## src/hw/rtl/etc1_pkg.sv

```systemverilog
// ----------------------------------------------------------------------------
// etc1_pkg
// shared types, modifier table and small arithmetic helpers for the encoder
// ----------------------------------------------------------------------------
`default_nettype none

package etc1_pkg;

    typedef struct packed {
        logic [7:0] red;
        logic [7:0] green;
        logic [7:0] blue;
    } t_rgb;

    localparam int unsigned NUM_PIX = 16;
    localparam int unsigned ERR_W   = 18;   // one pixel, three channels
    localparam int unsigned SUB_W   = 21;   // eight pixels
    localparam int unsigned TOT_W   = 23;   // sixteen pixels plus headroom

    // modifier magnitude, hi selects the large column
    function automatic logic [7:0] mod_val(input logic [2:0] t, input logic hi);
        logic [7:0] v;
        case (t)
            3'd0:    v = hi ? 8'd8   : 8'd2;
            3'd1:    v = hi ? 8'd17  : 8'd5;
            3'd2:    v = hi ? 8'd29  : 8'd9;
            3'd3:    v = hi ? 8'd42  : 8'd13;
            3'd4:    v = hi ? 8'd60  : 8'd18;
            3'd5:    v = hi ? 8'd80  : 8'd24;
            3'd6:    v = hi ? 8'd106 : 8'd33;
            3'd7:    v = hi ? 8'd183 : 8'd47;
            default: v = 8'd0;
        endcase
        return v;
    endfunction

    // x / 255 for x below 65280
    function automatic logic [7:0] div255(input logic [15:0] x);
        logic [16:0] y;
        logic [16:0] z;
        y = {1'b0, x} + 17'd1;
        z = y + (y >> 8);
        return z[15:8];
    endfunction

    function automatic logic [7:0] ch_of(input t_rgb c, input logic [1:0] k);
        logic [7:0] v;
        case (k)
            2'd0:    v = c.red;
            2'd1:    v = c.green;
            default: v = c.blue;
        endcase
        return v;
    endfunction

    // subblock of pixel p (column-major) for a flip setting
    function automatic logic sub_of(input logic flip, input logic [3:0] p);
        return flip ? p[1] : p[3];
    endfunction

endpackage

`default_nettype wire

```

## src/hw/rtl/etc1_ifs.sv

```systemverilog
// ----------------------------------------------------------------------------
// etc1 channel interfaces
// pixel input channel and encoded block output channel, valid/ready
// ----------------------------------------------------------------------------
`default_nettype none

interface etc1_pix_if;
    logic       valid;
    logic       ready;
    logic [7:0] red;
    logic [7:0] green;
    logic [7:0] blue;
    modport source (output valid, output red, output green, output blue, input ready);
    modport sink   (input valid, input red, input green, input blue, output ready);
endinterface

interface etc1_blk_if;
    logic        valid;
    logic        ready;
    logic [31:0] color_word;
    logic [31:0] index_word;
    modport source (output valid, output color_word, output index_word, input ready);
    modport sink   (input valid, input color_word, input index_word, output ready);
endinterface

`default_nettype wire

```

## src/hw/rtl/etc1_block_encoder_top.sv

```systemverilog
// sequence: 16 pixel transfers, then sum, base and check, where a uniform block ends;
//   else per flip sum, base, check, deviation, per subblock (setup, search and table end
//   per table, subblock end) and flip end; the search runs one modifier per cycle
//   through the shared error unit (8 pixels a table, 2..3 tables)
// pixels of the next block are taken while a finished block waits at the output
// reset: synchronous active low, clears pixel count, sequencer and output valid
// ----------------------------------------------------------------------------
// etc1_block_encoder_top
// collects a 4x4 rgb block and encodes it as a 64-bit etc1 block
// ----------------------------------------------------------------------------
`default_nettype none

module etc1_block_encoder_top
    import etc1_pkg::*;
(
    input  wire logic   i_clk,
    input  wire logic   i_rst_n,
    etc1_pix_if.sink    i_pix,
    etc1_blk_if.source  o_blk
);

    typedef enum logic [3:0] {
        S_LOAD, S_SUM, S_BASE, S_CHK, S_DEV, S_TSET, S_SRCH, S_TEND, S_SEND, S_FEND
    } t_state;

    t_state            r_state;
    logic [3:0]        r_cnt;
    t_rgb              r_pix   [NUM_PIX];
    logic              r_flip;
    logic [3:0]        r_j;
    logic              r_s;
    logic [1:0]        r_m;
    logic [2:0]        r_t;
    logic [2:0]        r_tend;
    logic [10:0]       r_sum   [2][3];
    logic              r_same;
    logic [4:0]        r_b5    [2][3];
    logic [3:0]        r_q4    [2][3];
    logic              r_diff;
    logic [7:0]        r_maxdev[2];
    logic [2:0]        r_tsel  [2];
    logic [ERR_W-1:0]  r_be;
    logic [1:0]        r_bi;
    logic [SUB_W-1:0]  r_esum;
    logic [SUB_W-1:0]  r_bsub;
    logic [TOT_W-1:0]  r_total;
    logic [TOT_W-1:0]  r_best;
    logic [1:0]        r_cur   [NUM_PIX];
    logic [1:0]        r_bsel  [NUM_PIX];
    logic [31:0]       r_cw;
    logic [31:0]       r_iw;
    logic              r_ovalid;

    logic              in_xfer;
    logic [3:0]        sp;
    logic [3:0]        rd_idx;
    t_rgb              rd_pix;
    logic              rd_sub;
    t_rgb              base_c  [2];
    logic [7:0]        avg_c   [2][3];
    logic [4:0]        b5_c    [2][3];
    logic [3:0]        q4_c    [2][3];
    logic              diff_c;
    logic signed [5:0] dd;
    logic [7:0]        dev_max;
    logic [7:0]        dev_k;
    logic [2:0]        tp;
    logic [2:0]        tlo;
    logic [2:0]        thi;
    logic [ERR_W-1:0]  err;
    logic              lt;
    logic [ERR_W-1:0]  fin_e;
    logic [1:0]        fin_i;
    logic [31:0]       cw_c;
    logic [31:0]       iw_c;
    logic [4:0]        dq;

    assign in_xfer     = i_pix.valid && i_pix.ready;
    assign i_pix.ready = (r_state == S_LOAD) && !((r_cnt == 4'd15) && r_ovalid);

    assign o_blk.valid      = r_ovalid;
    assign o_blk.color_word = r_cw;
    assign o_blk.index_word = r_iw;

    // search pixel: j-th pixel of subblock s
    assign sp     = r_flip ? {r_j[2:1], r_s, r_j[0]} : {r_s, r_j[2:0]};
    assign rd_idx = (r_state == S_SRCH) ? sp : r_j;
    assign rd_pix = r_pix[rd_idx];
    assign rd_sub = sub_of(r_flip, rd_idx);

    always_comb begin
        for (int s = 0; s < 2; s++) begin
            base_c[s].red   = r_diff ? {r_b5[s][0], r_b5[s][0][4:2]} : {r_q4[s][0], r_q4[s][0]};
            base_c[s].green = r_diff ? {r_b5[s][1], r_b5[s][1][4:2]} : {r_q4[s][1], r_q4[s][1]};
            base_c[s].blue  = r_diff ? {r_b5[s][2], r_b5[s][2][4:2]} : {r_q4[s][2], r_q4[s][2]};
        end
    end

    // averages and quantization
    always_comb begin
        diff_c = 1'b1;
        dd     = '0;
        for (int s = 0; s < 2; s++) begin
            for (int k = 0; k < 3; k++) begin
                avg_c[s][k] = 8'((12'(r_sum[s][k]) + 12'd4) >> 3);
                b5_c[s][k]  = 5'(div255(16'(({8'd0, avg_c[s][k]} << 5) - {8'd0, avg_c[s][k]})
                                        + 16'd127));
                q4_c[s][k]  = 4'(div255(16'(({8'd0, avg_c[s][k]} << 4) - {8'd0, avg_c[s][k]})
                                        + 16'd127));
            end
        end
        for (int k = 0; k < 3; k++) begin
            dd = $signed({1'b0, b5_c[1][k]}) - $signed({1'b0, b5_c[0][k]});
            if (dd < -6'sd4 || dd > 6'sd3)
                diff_c = 1'b0;
        end
    end

    // running largest channel deviation of the subblock from its base, taking in the current pixel
    always_comb begin
        dev_max = r_maxdev[rd_sub];
        dev_k   = '0;
        for (int k = 0; k < 3; k++) begin
            dev_k = (ch_of(rd_pix, 2'(k)) >= ch_of(base_c[rd_sub], 2'(k)))
                  ? ch_of(rd_pix, 2'(k)) - ch_of(base_c[rd_sub], 2'(k))
                  : ch_of(base_c[rd_sub], 2'(k)) - ch_of(rd_pix, 2'(k));
            if (dev_k > dev_max)
                dev_max = dev_k;
        end
    end

    // table preselection: lowest table whose large modifier covers the deviation
    always_comb begin
        tp = 3'd7;
        for (int t = 7; t >= 0; t--) begin
            if (mod_val(3'(t), 1'b1) >= r_maxdev[r_s])
                tp = 3'(t);
        end
        tlo = (tp == 3'd0) ? 3'd0 : tp - 3'd1;
        thi = (tp == 3'd7) ? 3'd7 : tp + 3'd1;
    end

    etc1_err_unit u_err (
        .i_pix  (rd_pix),
        .i_base (base_c[r_s]),
        .i_mag  (mod_val(r_t, r_m[0])),
        .i_neg  (r_m[1]),
        .o_err  (err)
    );

    assign lt    = err < r_be;
    assign fin_e = lt ? err : r_be;
    assign fin_i = lt ? r_m : r_bi;

    always_comb begin
        cw_c = '0;
        dq   = '0;
        for (int k = 0; k < 3; k++) begin
            dq = r_b5[1][k] - r_b5[0][k];
            cw_c[31-8*k -: 8] = r_diff ? {r_b5[0][k], dq[2:0]} : {r_q4[0][k], r_q4[1][k]};
        end
        cw_c[7:0] = {r_tsel[0], r_tsel[1], r_diff, r_flip};
        for (int p = 0; p < NUM_PIX; p++) begin
            iw_c[16+p] = r_bsel[p][1];
            iw_c[p]    = r_bsel[p][0];
        end
    end

    always_ff @(posedge i_clk) begin
        if (!i_rst_n) begin
            r_state  <= S_LOAD;
            r_cnt    <= '0;
            r_ovalid <= 1'b0;
        end else begin
            if (r_ovalid && o_blk.ready)
                r_ovalid <= 1'b0;
            case (r_state)
                S_LOAD: begin
                    if (in_xfer) begin
                        r_pix[r_cnt] <= '{red: i_pix.red, green: i_pix.green, blue: i_pix.blue};
                        r_cnt        <= r_cnt + 4'd1;
                        if (r_cnt == 4'd15) begin
                            r_state <= S_SUM;
                            r_flip  <= 1'b0;
                            r_j     <= '0;
                            r_same  <= 1'b1;
                            r_best  <= '1;
                            for (int s = 0; s < 2; s++)
                                for (int k = 0; k < 3; k++)
                                    r_sum[s][k] <= '0;
                        end
                    end
                end
                S_SUM: begin
                    for (int k = 0; k < 3; k++)
                        r_sum[rd_sub][k] <= r_sum[rd_sub][k] + {3'd0, ch_of(rd_pix, 2'(k))};
                    if (!r_flip && (rd_pix != r_pix[0]))
                        r_same <= 1'b0;
                    r_j <= r_j + 4'd1;
                    if (r_j == 4'd15)
                        r_state <= S_BASE;
                end
                S_BASE: begin
                    r_b5    <= b5_c;
                    r_q4    <= q4_c;
                    r_diff  <= diff_c;
                    r_state <= S_CHK;
                end
                S_CHK: begin
                    if (r_same && !r_flip) begin
                        // uniform block: first base, zero delta, tables and indices zero
                        r_cw     <= {r_b5[0][0], 3'd0, r_b5[0][1], 3'd0, r_b5[0][2], 3'd0,
                                     8'h02};
                        r_iw     <= '0;
                        r_ovalid <= 1'b1;
                        r_state  <= S_LOAD;
                    end else begin
                        r_j         <= '0;
                        r_maxdev[0] <= '0;
                        r_maxdev[1] <= '0;
                        r_state     <= S_DEV;
                    end
                end
                S_DEV: begin
                    r_maxdev[rd_sub] <= dev_max;
                    r_j              <= r_j + 4'd1;
                    if (r_j == 4'd15) begin
                        r_s     <= 1'b0;
                        r_total <= '0;
                        r_state <= S_TSET;
                    end
                end
                S_TSET: begin
                    r_t     <= tlo;
                    r_tend  <= thi;
                    r_bsub  <= '1;
                    r_esum  <= '0;
                    r_j     <= '0;
                    r_m     <= '0;
                    r_state <= S_SRCH;
                end
                S_SRCH: begin
                    if (r_m != 2'd3) begin
                        if (r_m == 2'd0 || lt) begin
                            r_be <= err;
                            r_bi <= r_m;
                        end
                        r_m <= r_m + 2'd1;
                    end else begin
                        r_esum  <= r_esum + SUB_W'(fin_e);
                        r_cur[sp] <= fin_i;
                        r_m     <= '0;
                        r_j     <= {1'b0, r_j[2:0] + 3'd1};
                        if (r_j[2:0] == 3'd7)
                            r_state <= S_TEND;
                    end
                end
                S_TEND: begin
                    if (r_esum < r_bsub) begin
                        r_bsub       <= r_esum;
                        r_tsel[r_s]  <= r_t;
                        for (int p = 0; p < NUM_PIX; p++)
                            if (sub_of(r_flip, 4'(p)) == r_s)
                                r_bsel[p] <= r_cur[p];
                    end
                    r_esum <= '0;
                    r_j    <= '0;
                    if (r_t == r_tend) begin
                        r_state <= S_SEND;
                    end else begin
                        r_t     <= r_t + 3'd1;
                        r_state <= S_SRCH;
                    end
                end
                S_SEND: begin
                    r_total <= r_total + TOT_W'(r_bsub);
                    if (!r_s) begin
                        r_s     <= 1'b1;
                        r_state <= S_TSET;
                    end else begin
                        r_state <= S_FEND;
                    end
                end
                S_FEND: begin
                    if (r_total < r_best) begin
                        r_best <= r_total;
                        r_cw   <= cw_c;
                        r_iw   <= iw_c;
                    end
                    if (!r_flip) begin
                        r_flip  <= 1'b1;
                        r_j     <= '0;
                        for (int s = 0; s < 2; s++)
                            for (int k = 0; k < 3; k++)
                                r_sum[s][k] <= '0;
                        r_state <= S_SUM;
                    end else begin
                        r_ovalid <= 1'b1;
                        r_state  <= S_LOAD;
                    end
                end
                default: begin
                    r_state <= S_LOAD;
                end
            endcase
        end
    end

`ifndef ASSERT_OFF
    a_busy_not_ready: assert property (@(posedge i_clk) disable iff (!i_rst_n)
        (r_state != S_LOAD) |-> !i_pix.ready)
        else $error("pixel accepted while encoding");

    a_cnt_on_xfer: assert property (@(posedge i_clk) disable iff (!i_rst_n)
        (i_rst_n && !in_xfer) |=> $stable(r_cnt))
        else $error("pixel count moved without a transfer");

    a_no_overrun: assert property (@(posedge i_clk) disable iff (!i_rst_n)
        (r_ovalid && (r_cnt == 4'd15)) |-> !i_pix.ready)
        else $error("block completed while output still pending");

    a_search_table: assert property (@(posedge i_clk) disable iff (!i_rst_n)
        (r_state == S_SRCH) |-> (r_t <= r_tend))
        else $error("table search ran past its range");
`endif

endmodule

`default_nettype wire

```

## src/hw/rtl/etc1_err_unit.sv

```systemverilog
// ----------------------------------------------------------------------------
// etc1_err_unit
// squared error of one pixel against a base color shifted by one modifier
// ----------------------------------------------------------------------------
`default_nettype none

module etc1_err_unit
    import etc1_pkg::*;
(
    input  wire t_rgb             i_pix,
    input  wire t_rgb             i_base,
    input  wire logic [7:0]       i_mag,
    input  wire logic             i_neg,
    output logic [ERR_W-1:0]      o_err
);

    logic signed [9:0]  shifted [3];
    logic        [7:0]  clamped [3];
    logic signed [8:0]  dlt     [3];
    logic        [15:0] sq      [3];

    always_comb begin
        for (int k = 0; k < 3; k++) begin
            shifted[k] = i_neg ? $signed({2'b00, ch_of(i_base, 2'(k))}) - $signed({2'b00, i_mag})
                               : $signed({2'b00, ch_of(i_base, 2'(k))}) + $signed({2'b00, i_mag});
            if (shifted[k] < 0)
                clamped[k] = 8'd0;
            else if (shifted[k] > 10'sd255)
                clamped[k] = 8'd255;
            else
                clamped[k] = shifted[k][7:0];
            dlt[k] = $signed({1'b0, ch_of(i_pix, 2'(k))}) - $signed({1'b0, clamped[k]});
            sq[k]  = 16'(dlt[k] * dlt[k]);
        end
        o_err = ERR_W'(sq[0]) + ERR_W'(sq[1]) + ERR_W'(sq[2]);
    end

endmodule

`default_nettype wire

```

## src/flat_wrapper.sv

```systemverilog
// flat-port wrapper written by rule: the top's interface ports become plain ports
module etc1_block_encoder_top_flat import etc1_pkg::*;
  (i_clk, i_rst_n, i_pix_valid, i_pix_red, i_pix_green, i_pix_blue, i_pix_ready, o_blk_valid, o_blk_color_word, o_blk_index_word, o_blk_ready);
  etc1_pix_if i_pix_i ();
  etc1_blk_if o_blk_i ();
  input  wire logic i_clk;
  input  wire logic i_rst_n;
  input wire logic [$bits(i_pix_i.valid)-1:0] i_pix_valid;
  input wire logic [$bits(i_pix_i.red)-1:0] i_pix_red;
  input wire logic [$bits(i_pix_i.green)-1:0] i_pix_green;
  input wire logic [$bits(i_pix_i.blue)-1:0] i_pix_blue;
  output wire logic [$bits(i_pix_i.ready)-1:0] i_pix_ready;
  output wire logic [$bits(o_blk_i.valid)-1:0] o_blk_valid;
  output wire logic [$bits(o_blk_i.color_word)-1:0] o_blk_color_word;
  output wire logic [$bits(o_blk_i.index_word)-1:0] o_blk_index_word;
  input wire logic [$bits(o_blk_i.ready)-1:0] o_blk_ready;
  assign i_pix_i.valid = i_pix_valid;
  assign i_pix_i.red = i_pix_red;
  assign i_pix_i.green = i_pix_green;
  assign i_pix_i.blue = i_pix_blue;
  assign i_pix_ready = i_pix_i.ready;
  assign o_blk_valid = o_blk_i.valid;
  assign o_blk_color_word = o_blk_i.color_word;
  assign o_blk_index_word = o_blk_i.index_word;
  assign o_blk_i.ready = o_blk_ready;
  etc1_block_encoder_top u_core (.i_clk(i_clk), .i_rst_n(i_rst_n), .i_pix(i_pix_i), .o_blk(o_blk_i));
endmodule
```

## config.mk

```make
export PLATFORM = sky130hd
export DESIGN_NAME = etc1_block_encoder_top_flat
export DESIGN_NICKNAME = d
export VERILOG_FILES = /design/src/hw/rtl/etc1_pkg.sv /design/src/hw/rtl/etc1_ifs.sv /design/src/hw/rtl/etc1_block_encoder_top.sv /design/src/hw/rtl/etc1_err_unit.sv /design/src/flat_wrapper.sv
export SDC_FILE = /design/constraint.sdc
export NUM_CORES = 2
export LEC_CHECK = 0
export ABC_CLOCK_PERIOD_IN_PS = 16800
export BUFFER_PORTS_ARGS = -buffer_cell sky130_fd_sc_hd__buf_2
export CORE_MARGIN = 3
export CORE_UTILIZATION = 59
export CTS_CLUSTER_DIAMETER = 80
export DETAILED_ROUTE_END_ITERATION = 8
export PLACE_DENSITY = 0.85
export SYNTH_ARGS = -nofsm -noshare
export SYNTH_HDL_FRONTEND = slang
export SYNTH_SLANG_ARGS = --single-unit
```

## constraint.sdc

```tcl
create_clock -name i_clk -period 16.8 [get_ports i_clk]
set_clock_uncertainty 0.1 [all_clocks]
set_input_delay 3.36 -clock i_clk [delete_from_list [all_inputs] [get_ports i_clk]]
set_output_delay 3.36 -clock i_clk [all_outputs]
set_load 0.05 [all_outputs]
```

# After elaboration in Yosys (flattened, before gate mapping)
# Memory sizes are Yosys's and may differ from the RTL's. A register that Yosys moved wholly into a read port is not among the register bits.
# Cells that the tools add are included.
dict set report op_classes {
  bitwise 8
  n_mul 3
  muxes 198
  order_cmp 30
  add_sub_neg 89
  n_reduce_logical 52
  n_eq_ne 38
}
# op count
set op_table {}
lappend op_table {{$mux W8} 29}
lappend op_table {{$add A16 B1 Y17 const B} 12}
lappend op_table {{$add A16 B7 Y16 const B} 12}
lappend op_table {{$mux W24} 6}
lappend op_table {{$mux W32} 4}
lappend op_table {{$pmux W32 S2} 2}
lappend op_table {{$mux W4} 24}
lappend op_table {{$mux W23} 4}
lappend op_table {{$pmux W23 S2} 2}
lappend op_table {{$pmux W21 S2} 2}
lappend op_table {{$sub A13 B8 Y14} 6}
lappend op_table {{$add A13 B9 Y13} 6}
lappend op_table {{$sub A12 B8 Y13} 6}
lappend op_table {{$mux W1} 77}
lappend op_table {{$add A12 B9 Y12} 6}
lappend op_table {{$add A11 B3 Y11 const B} 6}
lappend op_table {{$mux W11} 6}
lappend op_table {{$pmux W8 S8} 1}
lappend op_table {{$sub A8 B8 Y9} 6}
lappend op_table {{$mul A9 B9 Y16} 3}
lappend op_table {{$sub A8 B8 Y8} 6}
lappend op_table {{$mux W21} 2}
lappend op_table {{$pmux W4 S10} 1}
lappend op_table {{$add A11 B8 Y11} 3}
lappend op_table {{other kinds (68)} 186}
dict set report word_totals {
  elab_cells 455
  memories 6
  output_inout_bits 66
  register_bits 251
  ramBits 536
  inputBits 28
}
# name depth word_bits rd rd_clocked_by_memory_dff write_ports line
set mem_list {}
lappend mem_list {u_core.r_pix 16 24 2 0 1 etc1_block_encoder_top.sv:28} ;# t_rgb r_pix [NUM_PIX];
lappend mem_list {u_core.r_sum 2 33 3 0 2 etc1_block_encoder_top.sv:35} ;# logic [10:0] r_sum [2][3];
lappend mem_list {u_core.r_bsel 16 2 16 0 8 etc1_block_encoder_top.sv:49} ;# logic [1:0] r_bsel [NUM_PIX];
lappend mem_list {u_core.r_cur 16 2 16 0 1 etc1_block_encoder_top.sv:48} ;# logic [1:0] r_cur [NUM_PIX];
lappend mem_list {u_core.r_maxdev 2 8 2 1 2 etc1_block_encoder_top.sv:40} ;# logic [7:0] r_maxdev[2];
lappend mem_list {u_core.r_tsel 2 3 2 0 1 etc1_block_encoder_top.sv:41} ;# logic [2:0] r_tsel [2];

# Longest topological paths before layout
dict set report depth {
  depth_word 18
  depth_mapped 79
  depth_no_buf 77
}

# Modules after synthesis
# A second synthesis with hierarchy kept.
dict set report hier_totals {
  cells_unflattened 6064
  hier_area_um2 63525.9
}
# module instances area_per_inst_um2 seq_area_each_um2 cells_each
set modules_own_cells {}
lappend modules_own_cells {etc1_block_encoder_top 1 52616.7 23562.6 4757}
lappend modules_own_cells {etc1_err_unit 1 10909.2 0.0 1307}

# Least setup slack after synthesis
# No wires, ideal clock.
dict set report synth_timing {
  path_kind {register to register}
  startpoint {register u_core.r_t[2]}
  endpoint {register u_core.r_esum[19], data pin}
  t_arrival_ns 15.473
  n_path_buf 2
  slack_ns 0.961
  stages_incl_launch_ff 76
  required_ns 16.434
  synth_period_minus_slack_ns 15.839
  setup_ns 0.266
  cell_sequence {edfxtp_1 clkbuf_1 inv_1 ha_1 a21o_1 nor4_1 o31a_1 inv_1 fa_1 o21bai_1 a21oi_1 o21bai_1 a21oi_1 nor2_1 nor2_1 o21bai_1 a21o_1 and2_1 [... 40 more ...] a21oi_1 o31a_1 buf_1 mux2_2 ha_1 a21o_1 a21oi_1 o21ai_0 a21oi_1 o21ai_0 a211o_1 a2111oi_0 o31ai_1 a41o_1 o21a_1 a31oi_1 xor2_1 nor2_1}
}
dict set report synth_via {
  elab_chain_cells 16
  word_cells_on_any_way 43
  classes_between {add/sub (12); mul (3); order compare (7); eq/ne (7); mux (13); reduce/logical (1)}
}
# element line
set synth_rtl {}
lappend synth_rtl {{from (decl)} etc1_block_encoder_top.sv:33} ;# logic [2:0] r_t;
lappend synth_rtl {{from (signal assigned)} etc1_block_encoder_top.sv:234} ;# r_t <= tlo;
lappend synth_rtl {{from (signal assigned)} etc1_block_encoder_top.sv:271} ;# r_t <= r_t + 3'd1;
lappend synth_rtl {{$eq A3 B3 Y1, or another cell as far along} etc1_pkg.sv:23} ;# case (t)
lappend synth_rtl {{$pmux W8 S8 *} etc1_pkg.sv:23}
lappend synth_rtl {{$add A8 B8 Y9 or $sub A8 B8 Y9 (tied branches)} {etc1_err_unit.sv:25, etc1_err_unit.sv:24}}
lappend synth_rtl {{$mux W10} etc1_err_unit.sv:24} ;# shifted[k] = i_neg ? $signed({2'b00, ch_of(i_base, 2'(k))}) - $signed({2'b00, i_mag})
lappend synth_rtl {{$gt A10 B9 Y1} etc1_err_unit.sv:28} ;# else if (shifted[k] > 10'sd255)
lappend synth_rtl {{$mux W8} etc1_err_unit.sv:28}
lappend synth_rtl {{$mux W8} etc1_err_unit.sv:26} ;# if (shifted[k] < 0)
lappend synth_rtl {{$sub A8 B8 Y9} etc1_err_unit.sv:32} ;# dlt[k] = $signed({1'b0, ch_of(i_pix, 2'(k))}) - $signed({1'b0, clamped[k]});
lappend synth_rtl {{$mul A9 B9 Y16} etc1_err_unit.sv:33} ;# sq[k] = 16'(dlt[k] * dlt[k]);
lappend synth_rtl {{$add A16 B16 Y17} etc1_err_unit.sv:35} ;# o_err = ERR_W'(sq[0]) + ERR_W'(sq[1]) + ERR_W'(sq[2]);
lappend synth_rtl {{$add A17 B16 Y18 *} etc1_err_unit.sv:35}
lappend synth_rtl {{net u_core.err[16]} etc1_block_encoder_top.sv:70} ;# logic [ERR_W-1:0] err;
lappend synth_rtl {{$lt A18 B18 Y1} etc1_block_encoder_top.sv:151} ;# assign lt = err < r_be;
lappend synth_rtl {{$mux W18 *} etc1_block_encoder_top.sv:152} ;# assign fin_e = lt ? err : r_be;
lappend synth_rtl {{$add A21 B18 Y21 *} etc1_block_encoder_top.sv:250} ;# r_esum <= r_esum + SUB_W'(fin_e);
lappend synth_rtl {{$mux W21 *} etc1_block_encoder_top.sv:243} ;# if (r_m != 2'd3) begin
lappend synth_rtl {{$pmux W21 S2 *} etc1_block_encoder_top.sv:177} ;# case (r_state)
lappend synth_rtl {{to (signal assigned)} etc1_block_encoder_top.sv:250}
lappend synth_rtl {{to (decl)} etc1_block_encoder_top.sv:44} ;# logic [SUB_W-1:0] r_esum;
# The timed path passes the listed nets; every way through them passes the cells marked *. The select of a mux whose other input is x is not followed.
# A chain may end at the register's enable or synchronous reset.

# Final worst setup path
dict set report layout_timing {
  startpoint {register u_core.r_t[0]}
  endpoint {register u_core.r_esum[19], data pin}
}
# The elaborated chain is that of the path after synthesis.

==> results.cfg <==
[setup_path]
critical_path.max_fanout = 8
worst_path_most_repeated_cell = sky130_fd_sc_hd__a21o_1
cp-end-kind = flop
crit_arrival_ns = 16.28
critical_path_top_delay_cell = sky130_fd_sc_hd__fa_1
cpPeakStageDelay_ns = 0.56
critPathRequiredTime_ns = 17.07
critical_path_class = flop to flop
setup.worst_path.start_class = flop

[route]
route.vias.total = 48465
wl_per_cell_um = 22.42
wl_met1_mm = 63.70
top_layer = met4
dr.first_iter.drc_count = 5088
met3WireLength_mm = 15.46
post-route-drc-count = 0
dr.pass1.iters = 6
finalWirelength_mm = 170.4
vias_per_cell = 6.374
routed-wl-met2_mm = 80.47
ant_nets = 0

[sta]
timing.final.hold_violations = 0
grt_setup_unrepaired = true
report.final.slew_viol_count = 0
worstMarginPinSlew_ns = 1.201
fmax_ghz = 0.06247
setup_violations = 0
max_slew_margin = 0.1974
finalCritPeriodShare = 0.9529
timing.final.crit_period_ns = 16.01

[floorplanning]
die-height_um = 333.1
initial_core_util = 0.5970
die_outline_area_sq_mm = 0.1109
design.portCount = 94
die-width_um = 333.1
core_area_sq_mm = 0.1057
std_cell_rows = 119

[global_route]
grt_pass1_vias = 48274
grt_start_max_net_pins = 65
gr-usage-all-layers = 0.3006
grt_antenna_before_repair = 4
grt_first_pass_wirelength_mm = 265.6
grt_overflow = 0

[clocking]
cts-htree-levels = 3
clock_insertion_delay_worst_skew_ns = 0.68
cts.root.buffer_cell = sky130_fd_sc_hd__clkbuf_16
clk_pin_slew_ns = 0.06
clk_path_buf_depth = 3
cts_made_buffers = 82
cts_tree = yes
numClockSinks = 788
postCtsHoldBufs = 0

[worst_hold_path]
timing.hold.worst.class = flop to flop

[logic_synthesis]
synth_fp_nets = 6828
ys_ff_latch = 788
synth.yosys.seq_area_share = 0.3734
synth-edff-count = 778
async_reset_ff_frac = 0
syn-instance-count = 6037
synth-main-ff-cell = sky130_fd_sc_hd__edfxtp_1
ys_warn_count = 0
yosysUniqueCellTypes = 116
cell_area_synth_sq_mm = 0.06311
syn_area_per_cell_sq_um = 10.45

[place]
detailed_place_hpwl_mm = 121.6
number_of_port_buffers = 93
finalWeightedCongestion = 0.9739

[finish]
post_route_cells_drive_above_1_share = 0.1034
multi_input_comb_area_sq_mm = 0.03697
filler_cell_count = 7734
regArea_sq_mm = 0.02356
finish.utilization = 0.6476
syn_to_final_growth_pct = 8.480
post_layout_net_count = 6936

[run_status]
run_status = finished clean

[run]
max_cap_violations = 0
-- cells by family after synthesis --
kind of cell | count (synthesis) | share of synthesized area
xor gates and xnor gates | 563 | 0.07994
DFF | 788 | 0.3734
adders and majority gates | 766 | 0.1749
muxes | 268 | 0.06729
buffers and inverters | 746 | 0.04538
and+or+nand+nor | 1783 | 0.1402
AOI/OAI and AO/OA | 1123 | 0.1189
-- through the flow --
| step | setup TNS [ns] | hold WS, ns | cells | instance area [sq um] | setup WS (ns) |
|---|---|---|---|---|---|
| after floorplan | 0 | 0.3003 | 6037 | 63110 | 0.9606 |
| after global placement | 0 | 0.3012 | 7439 | 65490 | 0.5829 |
| after detailed placement | -0.2323 | 0.3045 | 7439 | 65490 | -0.1267 |
| after CTS | 0 | 0.3014 | 7586 | 68200 | 0.1750 |
| after global routing | -0.2610 | 0.3042 | 7599 | 68450 | -0.1116 |
| final | 0 | 0.3071 | 7603 | 68460 | 0.7918 |
-- worst paths after layout --
kind | startpoint | endpoint | slack, ns | cells past startpoint
max | u_core.r_t[0] | u_core.r_esum[19] | 0.79 | 72
min | u_core.r_cur[9][0] | u_core.r_bsel[1][2] | 0.31 | 0
max reg2reg | u_core.r_t[0] | u_core.r_esum[19] | 0.79 | 72
min reg2reg | u_core.r_cur[9][0] | u_core.r_bsel[1][2] | 0.31 | 0
-- critical path: cells and delay by family (launching register included) --
| kind | cells | cell delay, ns |
|---|---|---|
| simple gates | 5 | 0.54 |
| xor+xnor | 4 | 0.67 |
| compound gates | 38 | 6.92 |
| mux | 1 | 0.37 |
| flops | 1 | 0.45 |
| fa+ha+maj | 14 | 5.67 |
| buf+inv | 10 | 1.00 |
-- cells in the mapped netlist (55+ instances only) --
cell type / count / area share
sky130_fd_sc_hd__nor2b_1: 100 / 0.0099
sky130_fd_sc_hd__xor2_1: 203 / 0.028
sky130_fd_sc_hd__fa_1: 195 / 0.062
sky130_fd_sc_hd__nor2_1: 453 / 0.027
sky130_fd_sc_hd__a211oi_1: 65 / 0.0077
sky130_fd_sc_hd__edfxtp_1: 778 / 0.37
sky130_fd_sc_hd__and2_1: 120 / 0.012
sky130_fd_sc_hd__nand3_1: 123 / 0.0098
sky130_fd_sc_hd__nand2b_1: 108 / 0.011
sky130_fd_sc_hd__a21oi_1: 308 / 0.024
sky130_fd_sc_hd__nor3_1: 132 / 0.010
sky130_fd_sc_hd__o21ai_0: 177 / 0.014
sky130_fd_sc_hd__mux4_2: 120 / 0.043
sky130_fd_sc_hd__ha_1: 568 / 0.11
sky130_fd_sc_hd__nand2_1: 447 / 0.027
sky130_fd_sc_hd__inv_1: 553 / 0.033
sky130_fd_sc_hd__mux2i_1: 98 / 0.016
sky130_fd_sc_hd__o21bai_1: 55 / 0.0065
sky130_fd_sc_hd__a21o_1: 136 / 0.016
sky130_fd_sc_hd__clkbuf_1: 127 / 0.0076
sky130_fd_sc_hd__xnor2_1: 348 / 0.048
-- per-layer routing --
layer  global-route usage  up-vias
met2               0.4948     2631
met5                    0        -
met1               0.3789    23366
met3              0.04951      606
li1                     -    21862
met4               0.1704        0
-- layout by cell type (no fill, tap or decap), types with 23 or more instances in the layout --
cell type / synthesis / final
sky130_fd_sc_hd__xor2_1: 203 / 201
sky130_fd_sc_hd__mux4_2: 120 / 120
sky130_fd_sc_hd__a21o_1: 136 / 136
sky130_fd_sc_hd__nor3b_1: 25 / 23
sky130_fd_sc_hd__and2_1: 120 / 120
sky130_fd_sc_hd__clkbuf_16: 0 / 82
sky130_fd_sc_hd__or3_1: 37 / 37
sky130_fd_sc_hd__o211ai_1: 23 / 23
sky130_fd_sc_hd__nor2b_1: 100 / 100
sky130_fd_sc_hd__o21ai_0: 177 / 173
sky130_fd_sc_hd__and3_1: 50 / 50
sky130_fd_sc_hd__nand4_1: 50 / 50
sky130_fd_sc_hd__nand3_1: 123 / 123
sky130_fd_sc_hd__a31oi_1: 44 / 44
sky130_fd_sc_hd__ha_1: 568 / 568
sky130_fd_sc_hd__mux2_2: 50 / 50
sky130_fd_sc_hd__inv_1: 553 / 550
sky130_fd_sc_hd__or2_2: 29 / 29
sky130_fd_sc_hd__o21bai_1: 55 / 52
sky130_fd_sc_hd__nand2_1: 447 / 447
sky130_fd_sc_hd__fa_1: 195 / 195
sky130_fd_sc_hd__nor4_1: 27 / 26
sky130_fd_sc_hd__buf_2: 31 / 93
sky130_fd_sc_hd__buf_4: 6 / 111
sky130_fd_sc_hd__xnor2_1: 348 / 345
sky130_fd_sc_hd__mux2i_1: 98 / 96
sky130_fd_sc_hd__nor2_1: 453 / 436
sky130_fd_sc_hd__a21oi_1: 308 / 301
sky130_fd_sc_hd__edfxtp_1: 778 / 778
sky130_fd_sc_hd__o21a_1: 52 / 50
sky130_fd_sc_hd__a21boi_0: 27 / 23
sky130_fd_sc_hd__nand2b_1: 108 / 108
sky130_fd_sc_hd__a211oi_1: 65 / 64
sky130_fd_sc_hd__nor3_1: 132 / 132
-- area by class of cell --
type,instances,area share
Clock buffer,101,0.03102
Antenna cell,4,0.0001462
Timing Repair Buffer,207,0.01985
Multi-Input combinational cell,4503,0.5401
Tap cell,1391,0.02542
Sequential cell,788,0.3442
Clock inverter,46,0.008334
Inverter,563,0.03096
-- repair_timing --
item | in CTS | in global routing
gates cloned | 0 | 0
gates resized for setup | 4 | 36
endpoints found under the setup margin | 4 | 11
hold endpoints to repair | 0 | 0
pin swaps | 0 | 5
setup buffers | 0 | 13
-- state kept, by name (all words and copies together) (netlist names), 6 cells and up, named ones only --
| register | flops |
|---|---|
| u_core.r_pix | 384 |
| u_core.r_sum | 66 |
| u_core.o_blk.color_word | 32 |
| u_core.o_blk.index_word | 32 |
| u_core.r_bsel | 32 |
| u_core.r_cur | 32 |
| u_core.r_b5 | 30 |
| u_core.r_q4 | 24 |
| u_core.r_best | 23 |
| u_core.r_total | 23 |
| u_core.r_bsub | 21 |
| u_core.r_esum | 21 |
| u_core.r_be | 18 |
| u_core.r_maxdev | 16 |
| u_core.r_tsel | 6 |
Power is left out: the tool's default activity adds up to more than one toggle a clock period on the data nets, which glitch-free logic cannot reach.
